[src/design/assert_macros.svh]
// Concurrent assertion helpers, clocked on clk, disabled during reset.
`ifndef ASSERT_MACROS_SVH
`define ASSERT_MACROS_SVH

// Check that a property holds at every rising edge outside reset.
`define ASSERT_CLK(label, prop, msg) \
    label: assert property (@(posedge clk) disable iff (!rst_n) (prop)) else $error(msg);

// Check that an antecedent implies a consequent at the next edge.
`define ASSERT_NEXT(label, ante, cons, msg) \
    label: assert property (@(posedge clk) disable iff (!rst_n) (ante) |=> (cons)) \
        else $error(msg);

`endif

[src/design/tmw_pkg.sv]
`timescale 1ns / 1ps

package tmw_pkg;

    localparam int MAX_TEXT_DEF = 256;
    localparam int GAP_DEF      = 4;

    localparam int CHAR_W = 8;
    localparam int COL_W  = 7;
    localparam int ROW_W  = 2;
    localparam int CFG_W  = 6;
    localparam int CFG_IDX_W = 2;

    localparam logic [CFG_W-1:0]  WIN_MAX    = 6'd40;
    localparam logic [CHAR_W-1:0] SPACE_CHAR = 8'h20;

    localparam logic [CFG_W-1:0] WIDTH_RST = 6'd16;
    localparam logic [CFG_W-1:0] COL_RST   = 6'd0;
    localparam logic [ROW_W-1:0] ROW_RST   = 2'd0;

    typedef enum logic [1:0] {
        OP_BEGIN  = 2'd0,
        OP_APPEND = 2'd1,
        OP_TICK   = 2'd2
    } op_t;

    typedef enum logic [CFG_IDX_W-1:0] {
        CFG_WINDOW_WIDTH = 2'd0,
        CFG_START_COLUMN = 2'd1,
        CFG_DISPLAY_ROW  = 2'd2
    } cfg_idx_t;

    typedef enum logic {
        ST_IDLE = 1'b0,
        ST_RUN  = 1'b1
    } state_t;

    // Per-character data that travels with a pending memory read.
    typedef struct packed {
        logic             is_text;
        logic [COL_W-1:0] column;
        logic [ROW_W-1:0] row;
        logic             last;
        logic             truncated;
    } char_meta_t;

endpackage

[src/design/tmw_cmd_if.sv]
`timescale 1ns / 1ps

interface tmw_cmd_if
    import tmw_pkg::*;
();
    logic              valid;
    logic              ready;
    logic [1:0]        opcode;
    logic [CHAR_W-1:0] char_code;

    modport source (output valid, output opcode, output char_code, input ready);
    modport sink   (input valid, input opcode, input char_code, output ready);
endinterface

[src/design/tmw_res_if.sv]
`timescale 1ns / 1ps

interface tmw_res_if
    import tmw_pkg::*;
();
    logic              valid;
    logic              ready;
    logic [CHAR_W-1:0] out_char;
    logic [COL_W-1:0]  out_column;
    logic [ROW_W-1:0]  out_row;
    logic              window_last;
    logic              text_truncated;

    modport source (output valid, output out_char, output out_column, output out_row,
                    output window_last, output text_truncated, input ready);
    modport sink   (input valid, input out_char, input out_column, input out_row,
                    input window_last, input text_truncated, output ready);
endinterface

[src/design/tmw_cfg_if.sv]
`timescale 1ns / 1ps

interface tmw_cfg_if
    import tmw_pkg::*;
();
    logic                 valid;
    logic                 ready;
    logic [CFG_IDX_W-1:0] index;
    logic [CFG_W-1:0]     data;

    modport source (output valid, output index, output data, input ready);
    modport sink   (input valid, input index, input data, output ready);
endinterface

[src/design/text_marquee_window_unit.sv]
`timescale 1ns / 1ps
// Scrolling text marquee window.
//
// Channels: cmd takes one request per opcode (begin, append a character,
// scroll tick); res delivers one character request per window column; cfg
// writes window_width, start_column and display_row (index 0, 1, 2), and is
// always ready. Write cfg only while the block is idle.
// Begin and append produce nothing. A tick issues min(window_width, 40)
// text-store reads through the single read port of the store, one per
// cycle while the read-result stage has room; the first character reaches
// res through the read-result stage and the output register. With res
// always ready the tick sustains one character per cycle. cmd is ready
// again once the last read of the tick has been issued.
// When res stalls, the output register holds its character and a second
// stage holds the next read result; issue stops until a slot frees up, so
// nothing is lost or reordered.
// Reset clears text length, offset, the truncation flag and the pipeline,
// and loads the register defaults (width 16, column 0, row 0). The text
// store needs no clearing: only entries below the text length are used.
`include "assert_macros.svh"

module text_marquee_window_unit
    import tmw_pkg::*;
#(
    parameter int MAX_TEXT = MAX_TEXT_DEF,
    parameter int GAP      = GAP_DEF
) (
    input  logic      clk,
    input  logic      rst_n,
    tmw_cmd_if.sink   cmd,
    tmw_res_if.source res,
    tmw_cfg_if.sink   cfg
);

    localparam int LEN_W  = $clog2(MAX_TEXT + 1);
    localparam int LOOP_W = $clog2(MAX_TEXT + GAP + 1);
    localparam int ADDR_W = (MAX_TEXT > 1) ? $clog2(MAX_TEXT) : 1;

    // Text store: one write port for append, one registered read port for ticks.
    logic [CHAR_W-1:0] mem [MAX_TEXT];
    logic [CHAR_W-1:0] rd_data_reg;

    // Configuration registers.
    logic [CFG_W-1:0] width_reg;
    logic [CFG_W-1:0] column_reg;
    logic [ROW_W-1:0] row_reg;

    // Scroll state.
    state_t              state_reg, state_next;
    logic [LEN_W-1:0]    len_reg, len_next;
    logic [LOOP_W-1:0]   offset_reg, offset_next;
    logic                ovf_reg, ovf_next;
    logic [LOOP_W-1:0]   pos_reg, pos_next;
    logic [CFG_W-1:0]    k_reg, k_next;
    logic [CFG_W-1:0]    w_reg, w_next;

    // Read-result stage and output register.
    logic        s1_valid_reg, s1_valid_next;
    char_meta_t  s1_meta_reg, s1_meta_next;
    logic        out_valid_reg, out_valid_next;
    logic [CHAR_W-1:0] out_char_reg, out_char_next;
    char_meta_t  out_meta_reg, out_meta_next;

    logic              cmd_acc;
    logic              s1_move;
    logic              issue;
    logic              wr_en;
    logic [LOOP_W-1:0] loop_len;
    logic [LOOP_W-1:0] pos_inc;
    logic [LOOP_W-1:0] off_inc;
    logic [CFG_W-1:0]  w_clip;
    logic [ADDR_W-1:0] rd_addr;
    logic [ADDR_W-1:0] wr_addr;

    assign cmd.ready = (state_reg == ST_IDLE);
    assign cmd_acc   = cmd.valid && cmd.ready;
    assign cfg.ready = 1'b1;

    assign loop_len = LOOP_W'(len_reg) + LOOP_W'(GAP);
    assign pos_inc  = pos_reg + 1'b1;
    assign off_inc  = offset_reg + 1'b1;
    assign w_clip   = (width_reg > WIN_MAX) ? WIN_MAX : width_reg;
    assign rd_addr  = pos_reg[ADDR_W-1:0];
    assign wr_addr  = len_reg[ADDR_W-1:0];

    // Move the read result on when the output slot is free or being drained.
    assign s1_move = s1_valid_reg && (!out_valid_reg || res.ready);
    assign issue   = (state_reg == ST_RUN) && (!s1_valid_reg || s1_move);

    always_comb
    begin
        state_next  = state_reg;
        len_next    = len_reg;
        offset_next = offset_reg;
        ovf_next    = ovf_reg;
        pos_next    = pos_reg;
        k_next      = k_reg;
        w_next      = w_reg;
        wr_en       = 1'b0;

        if (cmd_acc)
        begin
            unique case (cmd.opcode)
                OP_BEGIN:
                begin
                    len_next    = '0;
                    offset_next = '0;
                    ovf_next    = 1'b0;
                end
                OP_APPEND:
                begin
                    if (len_reg < LEN_W'(MAX_TEXT))
                    begin
                        wr_en    = 1'b1;
                        len_next = len_reg + 1'b1;
                    end
                    else
                    begin
                        ovf_next = 1'b1;
                    end
                end
                OP_TICK:
                begin
                    pos_next = offset_reg;
                    k_next   = '0;
                    w_next   = w_clip;
                    if (w_clip != '0)
                    begin
                        state_next = ST_RUN;
                    end
                    // Advance the offset now; the window walks from the old one.
                    if (loop_len == '0 || off_inc == loop_len)
                    begin
                        offset_next = '0;
                    end
                    else
                    begin
                        offset_next = off_inc;
                    end
                end
                default:
                begin
                end
            endcase
        end

        if (issue)
        begin
            k_next   = k_reg + 1'b1;
            pos_next = (pos_inc == loop_len) ? '0 : pos_inc;
            if (k_reg == w_reg - 1'b1)
            begin
                state_next = ST_IDLE;
            end
        end
    end

    always_comb
    begin
        s1_valid_next  = s1_valid_reg;
        s1_meta_next   = s1_meta_reg;
        out_valid_next = out_valid_reg;
        out_char_next  = out_char_reg;
        out_meta_next  = out_meta_reg;

        if (res.valid && res.ready)
        begin
            out_valid_next = 1'b0;
        end
        if (s1_move)
        begin
            out_valid_next = 1'b1;
            out_char_next  = s1_meta_reg.is_text ? rd_data_reg : SPACE_CHAR;
            out_meta_next  = s1_meta_reg;
            s1_valid_next  = 1'b0;
        end
        if (issue)
        begin
            s1_valid_next          = 1'b1;
            s1_meta_next.is_text   = (loop_len != '0) && (pos_reg < LOOP_W'(len_reg));
            s1_meta_next.column    = {1'b0, column_reg} + {1'b0, k_reg};
            s1_meta_next.row       = row_reg;
            s1_meta_next.last      = (k_reg == w_reg - 1'b1);
            s1_meta_next.truncated = ovf_reg;
        end
    end

    always_ff @(posedge clk or negedge rst_n)
    begin
        if (!rst_n)
        begin
            state_reg     <= ST_IDLE;
            len_reg       <= '0;
            offset_reg    <= '0;
            ovf_reg       <= 1'b0;
            k_reg         <= '0;
            w_reg         <= '0;
            s1_valid_reg  <= 1'b0;
            out_valid_reg <= 1'b0;
            width_reg     <= WIDTH_RST;
            column_reg    <= COL_RST;
            row_reg       <= ROW_RST;
        end
        else
        begin
            state_reg     <= state_next;
            len_reg       <= len_next;
            offset_reg    <= offset_next;
            ovf_reg       <= ovf_next;
            k_reg         <= k_next;
            w_reg         <= w_next;
            s1_valid_reg  <= s1_valid_next;
            out_valid_reg <= out_valid_next;
            if (cfg.valid && cfg.ready)
            begin
                unique case (cfg.index)
                    CFG_WINDOW_WIDTH: width_reg  <= cfg.data;
                    CFG_START_COLUMN: column_reg <= cfg.data;
                    CFG_DISPLAY_ROW:  row_reg    <= cfg.data[ROW_W-1:0];
                    default:
                    begin
                    end
                endcase
            end
        end
    end

    // Payload registers: no reset needed.
    always_ff @(posedge clk)
    begin
        pos_reg      <= pos_next;
        s1_meta_reg  <= s1_meta_next;
        out_char_reg <= out_char_next;
        out_meta_reg <= out_meta_next;
    end

    // Text store ports; the read data holds while the result stage is stalled.
    always_ff @(posedge clk)
    begin
        if (wr_en)
        begin
            mem[wr_addr] <= cmd.char_code;
        end
        if (issue)
        begin
            rd_data_reg <= mem[rd_addr];
        end
    end

    assign res.valid          = out_valid_reg;
    assign res.out_char       = out_char_reg;
    assign res.out_column     = out_meta_reg.column;
    assign res.out_row        = out_meta_reg.row;
    assign res.window_last    = out_meta_reg.last;
    assign res.text_truncated = out_meta_reg.truncated;

    `ASSERT_CLK(a_offset_in_loop, (loop_len == '0) || (offset_reg < loop_len),
        "scroll offset outside loop")
    `ASSERT_CLK(a_pos_in_loop,
        (state_reg != ST_RUN) || (loop_len == '0) || (pos_reg < loop_len),
        "window position outside loop")
    `ASSERT_CLK(a_len_bound, len_reg <= LEN_W'(MAX_TEXT), "text length above capacity")
    `ASSERT_NEXT(a_s1_hold, s1_valid_reg && !s1_move, s1_valid_reg,
        "pending read result dropped")

endmodule
[src/flat_wrapper.sv]
// flat-port wrapper written by rule: the top's interface ports become plain ports
module text_marquee_window_unit_flat import tmw_pkg::*;
#(
    parameter int MAX_TEXT = MAX_TEXT_DEF,
    parameter int GAP      = GAP_DEF
)
  (clk, rst_n, cmd_valid, cmd_opcode, cmd_char_code, cmd_ready, res_valid, res_out_char, res_out_column, res_out_row, res_window_last, res_text_truncated, res_ready, cfg_valid, cfg_index, cfg_data, cfg_ready);
  tmw_cmd_if cmd_i ();
  tmw_res_if res_i ();
  tmw_cfg_if cfg_i ();
  input  logic clk;
  input  logic rst_n;
  input wire logic [$bits(cmd_i.valid)-1:0] cmd_valid;
  input wire logic [$bits(cmd_i.opcode)-1:0] cmd_opcode;
  input wire logic [$bits(cmd_i.char_code)-1:0] cmd_char_code;
  output wire logic [$bits(cmd_i.ready)-1:0] cmd_ready;
  output wire logic [$bits(res_i.valid)-1:0] res_valid;
  output wire logic [$bits(res_i.out_char)-1:0] res_out_char;
  output wire logic [$bits(res_i.out_column)-1:0] res_out_column;
  output wire logic [$bits(res_i.out_row)-1:0] res_out_row;
  output wire logic [$bits(res_i.window_last)-1:0] res_window_last;
  output wire logic [$bits(res_i.text_truncated)-1:0] res_text_truncated;
  input wire logic [$bits(res_i.ready)-1:0] res_ready;
  input wire logic [$bits(cfg_i.valid)-1:0] cfg_valid;
  input wire logic [$bits(cfg_i.index)-1:0] cfg_index;
  input wire logic [$bits(cfg_i.data)-1:0] cfg_data;
  output wire logic [$bits(cfg_i.ready)-1:0] cfg_ready;
  assign cmd_i.valid = cmd_valid;
  assign cmd_i.opcode = cmd_opcode;
  assign cmd_i.char_code = cmd_char_code;
  assign cmd_ready = cmd_i.ready;
  assign res_valid = res_i.valid;
  assign res_out_char = res_i.out_char;
  assign res_out_column = res_i.out_column;
  assign res_out_row = res_i.out_row;
  assign res_window_last = res_i.window_last;
  assign res_text_truncated = res_i.text_truncated;
  assign res_i.ready = res_ready;
  assign cfg_i.valid = cfg_valid;
  assign cfg_i.index = cfg_index;
  assign cfg_i.data = cfg_data;
  assign cfg_ready = cfg_i.ready;
  text_marquee_window_unit #(.MAX_TEXT(MAX_TEXT), .GAP(GAP)) u_core (.clk(clk), .rst_n(rst_n), .cmd(cmd_i), .res(res_i), .cfg(cfg_i));
endmodule
[config.mk]
export PLATFORM = sky130hd
export DESIGN_NAME = text_marquee_window_unit_flat
export DESIGN_NICKNAME = d
export VERILOG_FILES = /design/src/design/tmw_pkg.sv /design/src/design/tmw_cmd_if.sv /design/src/design/tmw_res_if.sv /design/src/design/tmw_cfg_if.sv /design/src/design/text_marquee_window_unit.sv /design/src/flat_wrapper.sv
export VERILOG_INCLUDE_DIRS = /design/src /design/src/design
export SDC_FILE = /design/constraint.sdc
export NUM_CORES = 2
export LEC_CHECK = 0
export BUFFER_PORTS_ARGS = -buffer_cell sky130_fd_sc_hd__buf_4
export CELL_PAD_IN_SITES_DETAIL_PLACEMENT = 2
export CELL_PAD_IN_SITES_GLOBAL_PLACEMENT = 2
export CORE_UTILIZATION = 50
export DETAILED_ROUTE_END_ITERATION = 7
export GPL_TIMING_DRIVEN = 0
export PLACE_DENSITY_LB_ADDON = 0.1
export SLEW_MARGIN = 10
export SYNTH_ARGS = -nofsm -noshare
export SYNTH_HDL_FRONTEND = slang
export SYNTH_SLANG_ARGS = --single-unit
export TNS_END_PERCENT = 100
[constraint.sdc]
create_clock -name clk -period 2.8 [get_ports clk]
set_input_delay 0.42 -clock clk [delete_from_list [all_inputs] [get_ports clk]]
set_output_delay 0.42 -clock clk [all_outputs]
set_load 0.02 [all_outputs]
==> flow_results.org, run 1 <==
** Synthesis
- Most numerous cell types in the synthesized netlist :: 2096 x sky130_fd_sc_hd__edfxtp_1, 405 x sky130_fd_sc_hd__mux4_2, 303 x sky130_fd_sc_hd__nor2_1
- The synthesized design spends more area on one cell type than any other, namely sky130_fd_sc_hd__edfxtp_1.
- In this run, synthesis inferred 2096 flip-flops with an integrated enable.
- Number of library cell types mapped by synthesis :: 68
- Most instantiated library cell after synthesis :: sky130_fd_sc_hd__edfxtp_1
- Top cells by area, synth :: sky130_fd_sc_hd__edfxtp_1 75%, sky130_fd_sc_hd__mux4_2 11%, sky130_fd_sc_hd__mux2i_1 2.3%
- During synthesis, Yosys emitted a total of 0 warnings.
- Top FF cell, synth :: sky130_fd_sc_hd__edfxtp_1
- The number of nets in the synthesized netlist is 4234.
- Total of flip-flops plus latches after synthesis :: 2144
- Netlist area before placement :: 84200 um2
- FFs w/ async S/R, synth :: 2.24%
- In this run the biggest area consumer among cell types represents 74.7% of the synthesized area.
- Summing the sequential cell areas from Yosys gives 76.2% of the chip area.
- Syn_area_per_cell :: 20.1 um2
- Synthesis produced a netlist whose cell count is 4182.

** Clock network
- Clk Tree Root Cell :: sky130_fd_sc_hd__clkbuf_16
- Number of clock sinks seen by CTS :: 2144
- Hold Buf Count CTS :: 19
- Number of buffers created by CTS :: 219
- The number of setup buffers added after CTS is 36.
- Cts repair resizes :: 965
- The longest clock path from root to sink contains 3 buffers.
- The H-tree generated during clock tree synthesis spans 4 levels.

** Status
- The flow did not finish.
- Error that ended the run :: [ERROR DPL-0033] detailed placement checks failed during check placement.
- It got as far as 4_1_cts and failed there.

** Floorplan
- # rows :: 150
- Effective utilization at floorplan :: 50.4%
- Pin placement for this block handled 45 I/O pins.
- Die span in x :: 412 um
- The die is 412 um tall.

** Place
- HPWL after detailed placement :: 217 mm
- Routability cong. :: 0.925
- Number of port buffers :: 43
==> cell families after synthesis <==
logic type                 count (synthesis)  synth area share, %
AOI/OAI and AO/OA                        496                 4.07
xor gates and xnor gates                  53                0.618
adders and majority gates                 29                0.440
buffers and inverters                    271                 1.96
DFF                                     2144                 76.2
muxes                                    623                 13.7
other                                      1              0.00445
and+or+nand+nor                          565                 3.04
==> metrics by stage <==
stage | setup TNS, ns | worst slack [ns] | std cells | cell area [um2]
after floorplan | 0 | 0.301 | 4182 | 84200
after global placement | -4227.19 | -2.64 | 6429 | 87300
after detailed placement | -3204.29 | -2.63 | 6464 | 88200
==> inputs of run 2 (changes only) <==
CELL_PAD_IN_SITES_DETAIL_PLACEMENT = unset   (was 2)
CELL_PAD_IN_SITES_GLOBAL_PLACEMENT = unset   (was 2)
CORE_UTILIZATION = 40   (was 50)
PLACE_DENSITY_LB_ADDON = 0.15   (was 0.1)
==> run 2 against run 1 <==
- the flow now finishes, with violations (setup timing)
- synthesized cell count unchanged
- area after synthesis did not move
==> flow_results.org, run 2 <==
** Job
- Max-cap violations in this run came to 0.

** Floorplan
- The initial cell density of the core came to 40.2% (-10 points).
- The horizontal die dimension was 461 um (+12%).
- The core region is 209000 um2.
- # rows :: 168 (+12%)
- Count of pins on the block boundary :: 45 (unchanged)
- The floorplan step defined a die boundary enclosing 212000 um2.
- The die boundary height came to 461 um (+12%).

** Setup path
- Critical-path top delay cell :: sky130_fd_sc_hd__a2111oi_4
- Arrival time of data at the critical path endpoint :: 3.68 ns
- Together, buffers and inverters on the worst path number 5.
- The critical path goes through buf_12, buf_16, buf_12, clkbuf_16, buf_16, mux4_2, nand2_2, nand4_1, a2111oi_4, nor4_2.
- Measured in cells, the most critical reg-to-reg path has a length of 10.
- Worst reg-to-reg setup slack :: -0.27 ns
- Critical Path Fanout Max :: 8
- Origin of the critical flop-to-flop path :: u_core.pos_reg[0]$_DFFE_PP_
- WP data required :: 3.41 ns
- The endpoint identified for the worst register-to-register timing path is u_core.rd_data_reg[7]$_DFFE_PP_.
- The worst setup path is captured at a register.
- STA classifies the critical path startpoint as a register.
- In this design, the stage delay of the slowest critical-path cell is 0.58 ns.
- Kind of critical path :: reg2reg
- Crit path max-delay family :: buffers and inverters

** Pwr
- Sequential cells account for 36.3% of the total power.
- Across the VDD grid, the largest voltage drop is 734 uV.
- Standby leakage power :: 31.6 nW
- Power spread over the standard cell area amounts to 984 nW/um2.
- Cell-internal power :: 0.0655 W
- Clock share of power :: 28.1%
- The design draws 0.100 W.
- Switching Share :: 34.8%
- Net switching power of the design :: 0.0349 W
- Combinational cells account for 35.6% of the total power.

** Global route
- Global routing finished with a remaining overflow of 0.
- Entering global routing, the biggest net connects 136 pins.
- The first global-routing pass estimated 360 mm of wire.
- Number of antenna violations at the first check in global routing :: 6
- Number of global-route vias before repair :: 43900
- Overall global routing resource usage :: 24.7%

** Synthesis
- The commonest cells after synthesis are 2096 x sky130_fd_sc_hd__edfxtp_1, 405 x sky130_fd_sc_hd__mux4_2, 303 x sky130_fd_sc_hd__nor2_1.
- By area, the combinational part of the netlist is dominated by multiplexers.
- Fraction of the mapped netlist area in simple logic gates :: 3.04% (unchanged)
- Part of the Yosys area used for sequential elements :: 76.2% (unchanged)
- In the synthesized netlist the dominant register cell turns out to be sky130_fd_sc_hd__edfxtp_1.
- FFs w/ async S/R, synth :: 2.24% (unchanged)
- The post-synthesis cell area was 84200 um2 (unchanged).
- Synthesized-area fraction occupied by adder cells :: 0.440% (unchanged)
- The number of distinct library cells after synthesis came to 68 (unchanged).
- The post-synthesis xor/xnor area fraction was 0.618% (unchanged).
- Syn_area_per_cell :: 20.1 um2 (unchanged)
- Post-synth top area cell :: sky130_fd_sc_hd__edfxtp_1
- EDFF count, synth :: 2096 (unchanged)
- Synthesized net count :: 4234 (unchanged)
- Portion of synthesized cell area occupied by the leading cell type :: 74.7% (unchanged)
- Total of flip-flops plus latches after synthesis :: 2144 (unchanged)
- Most instantiated library cell after synthesis :: sky130_fd_sc_hd__edfxtp_1
- The post-synthesis mux area share is 13.7% (unchanged).
- Gate count of the mapped netlist :: 4182 (unchanged)
- Count of synthesis-stage warnings from yosys :: 0 (unchanged)
- By area the synthesized netlist is led by sky130_fd_sc_hd__edfxtp_1 75%, sky130_fd_sc_hd__mux4_2 11%, sky130_fd_sc_hd__mux2i_1 2.3%.
- Share of the synthesized area in compound gates (AO/OA/AOI/OAI) :: 4.07% (unchanged)

** Clock network
- The number of buffers added by the clock tree synthesis step was 221 (+0.91%).
- Clock latency on the worst-skew pair :: 0.90 ns
- CTS tree :: done
- After clock tree synthesis, the clock-pin slew on the worst setup and hold paths is 0.06 ns.
- Clock H-tree levels :: 4 (unchanged)
- The cell sitting at the root of the clock tree is a sky130_fd_sc_hd__clkbuf_16.
- The number of clock sinks is 2144 (unchanged).
- Bufs on Longest Clock Path :: 3 (unchanged)

** Status
- The flow ran to the end, but the final reports show violations.
- Violations in the final reports :: setup timing

** Detailed routing
- In the routed layout, each cell is associated on average with a via count of 5.86.
- The count of nets left with antenna violations once routing finished came out at 0.
- DRT iter0 DRCs :: 5399
- The first detailed-routing pass ran for 5 iterations.
- Across all layers, the routed design uses 44500 vias.
- Post-DR wirelength/cell :: 34.5 um
- Drt total wl :: 262 mm
- Remaining DRCs :: 0

** Final layout
- Commonest cells after routing, fill and taps aside :: 2096 x sky130_fd_sc_hd__edfxtp_1, 405 x sky130_fd_sc_hd__mux4_2, 225 x sky130_fd_sc_hd__clkbuf_16, 188 x sky130_fd_sc_hd__nor2_4, 182 x sky130_fd_sc_hd__mux2i_1
- Filler instances :: 17200
- Leaving out fill and tap cells, the most frequent cell in the layout is sky130_fd_sc_hd__edfxtp_1.
- The register with the most flip-flops in the layout has 2048 of them.
- Storage cell area :: 64100 um2
- Post-route standard cell area excluding fillers :: 102000 um2
- Relative to the synthesized area, the layout overhead comes to 21.1%.
- Total Nets Final :: 4659
- The finished layout holds 7592 standard cells, fillers aside.
- Total area of multi-input combinational cells :: 21900 um2
- Share of cells above drive strength 1 :: 34.0%

** Timing
- Derived from the worst setup path, the maximum achievable clock frequency is 0.326 GHz.
- Subtracting the final worst setup slack from the clock period gives 3.07 ns.
- Setup skew after layout :: 0.0436 ns
- The number of hold-slack violations in the final timing report came to 0.
- Worst path setup slack after routing :: -0.270 ns
- Unrepaired setup endpoints after global routing :: yes
- Worst-margin pin slew :: 1.23 ns
- After layout, the worst path uses 110% of the clock period.
- Finish-stage setup viols :: 26
- The number of pins with negative max-slew slack in the final report was 0.
- In this run the tightest slew margin relative to its limit is 17.9%.

** Place
- HPWL after detailed placement :: 173 mm (-20%)
- Number of port buffers :: 43 (unchanged)
- Cell total after placement :: 7063 (+9.3%)
- The post-placement cell area is 89000 um2 (+0.87%).
- Routability cong. :: 0.876 (-5.4%)

** Hold path
- The tightest min-delay check is of the in2reg type.
- Start point of the worst min-delay path :: cmd_char_code[7]
- The worst hold path terminates at u_core.mem[186][7]$_DFFE_PP_.
- Along the worst hold path, the cell count comes to 1.
run 2: cell counts after synthesis:
No cell type changed its count.
run 2: area by class of cell:
cell class | instances | share of cell area [%]
flip-flops and latches | 2144 | 62.9
multi-input cells | 1768 | 21.4
clock buffers | 276 | 5.67
well taps | 2805 | 3.44
repair buffers | 209 | 2.79
plain buffers | 233 | 2.59
clock inverters | 124 | 1.05
inverters | 30 | 0.120
diodes | 3 | 0.00736
run 2: worst max-delay path by stage:
stage                                   from                              end  slack, ns  cells after the start
2_1_floorplan                  cmd_opcode[1]     u_core.mem[104][0]$_DFFE_PP_       0.30                      7
3_3_place_gp                   cmd_opcode[1]     u_core.mem[108][1]$_DFFE_PP_      -2.37                      8
3_5_place_dp     u_core.pos_reg[2]$_DFFE_PP_  u_core.rd_data_reg[5]$_DFFE_PP_      -1.93                      9
4_1_cts        u_core.len_reg[6]$_DFFE_PN0P_      u_core.mem[73][1]$_DFFE_PP_      -0.22                      6
5_1_grt          u_core.pos_reg[0]$_DFFE_PP_  u_core.rd_data_reg[1]$_DFFE_PP_      -0.29                     10
6_report         u_core.pos_reg[0]$_DFFE_PP_  u_core.rd_data_reg[7]$_DFFE_PP_      -0.27                     10
run 2: worst reg2reg max path: stages (launching register included):
cell,delay (ns)
sky130_fd_sc_hd__edfxtp_1,0.40
sky130_fd_sc_hd__buf_12,0.18
sky130_fd_sc_hd__buf_16,0.21
sky130_fd_sc_hd__buf_12,0.15
sky130_fd_sc_hd__clkbuf_16,0.18
sky130_fd_sc_hd__buf_16,0.15
sky130_fd_sc_hd__mux4_2,0.54
sky130_fd_sc_hd__nand2_2,0.11
sky130_fd_sc_hd__nand4_1,0.24
sky130_fd_sc_hd__a2111oi_4,0.58
sky130_fd_sc_hd__nor4_2,0.08
run 2: cell families (layout without fill, tap and decap cells):
| kind of cell | after synthesis | count (layout) |
|---|---|---|
| AO/OA/AOI/OAI | 496 | 497 |
| adder cells (fa/ha/maj) | 29 | 29 |
| flip-flops | 2144 | 2144 |
| AND/OR/NAND/NOR | 565 | 565 |
| XOR/XNOR | 53 | 53 |
| other | 1 | 4 |
| buffers and inverters | 271 | 872 |
| multiplexers | 623 | 623 |
run 2: repair_timing:
action	4_1_cts	5_1_grt
gates resized for setup	999	121
hold buffers	24	0
setup endpoints to repair	2059	1011
pin swaps	76	49
buffers inserted	57	44
gates cloned	8	2
hold endpoints to repair	346	0
run 2: power groups by stage:
stage / sequential, W / clock (W) / combinational, W
6_report: 0.0364 / 0.0282 / 0.0358
5_1_grt: 0.0365 / 0.0297 / 0.0368
4_1_cts: 0.0364 / 0.0285 / 0.0349
3_5_place_dp: 0.0371 / 0 / 0.0290
3_3_place_gp: 0.0372 / 0 / 0.0288
2_1_floorplan: 0.0371 / 0 / 0.0164
run 2: layer usage:
| metal | wire, um | global-route usage, % | share of wire [%] | vias to the layer above |
|---|---|---|---|---|
| met2 | 124000 | 38.9 | 47 | 1758 |
| met1 | 111000 | 35.2 | 42 | 24200 |
| met4 | 8640 | 7.57 | 3.3 | 2 |
| li1 | - | - | - | 18200 |
| met3 | 19000 | 4.13 | 7.3 | 337 |
| met5 | 11 | 0 | 0.0042 | - |
run 2: stage by stage:
step	TNS, ns	setup slack (ns)	hold slack, ns	utilization (%)
after floorplan	0	0.301	0.124	-
after global placement	-4179.54	-2.37	0.402	42.1
after detailed placement	-2639.16	-1.93	0.405	42.5
after CTS	-42.71	-0.222	0.0813	48.3
after global routing	-6.12	-0.289	0.0953	48.7
final	-2.76	-0.270	0.0828	48.7
(Power assumes the default switching activity.)
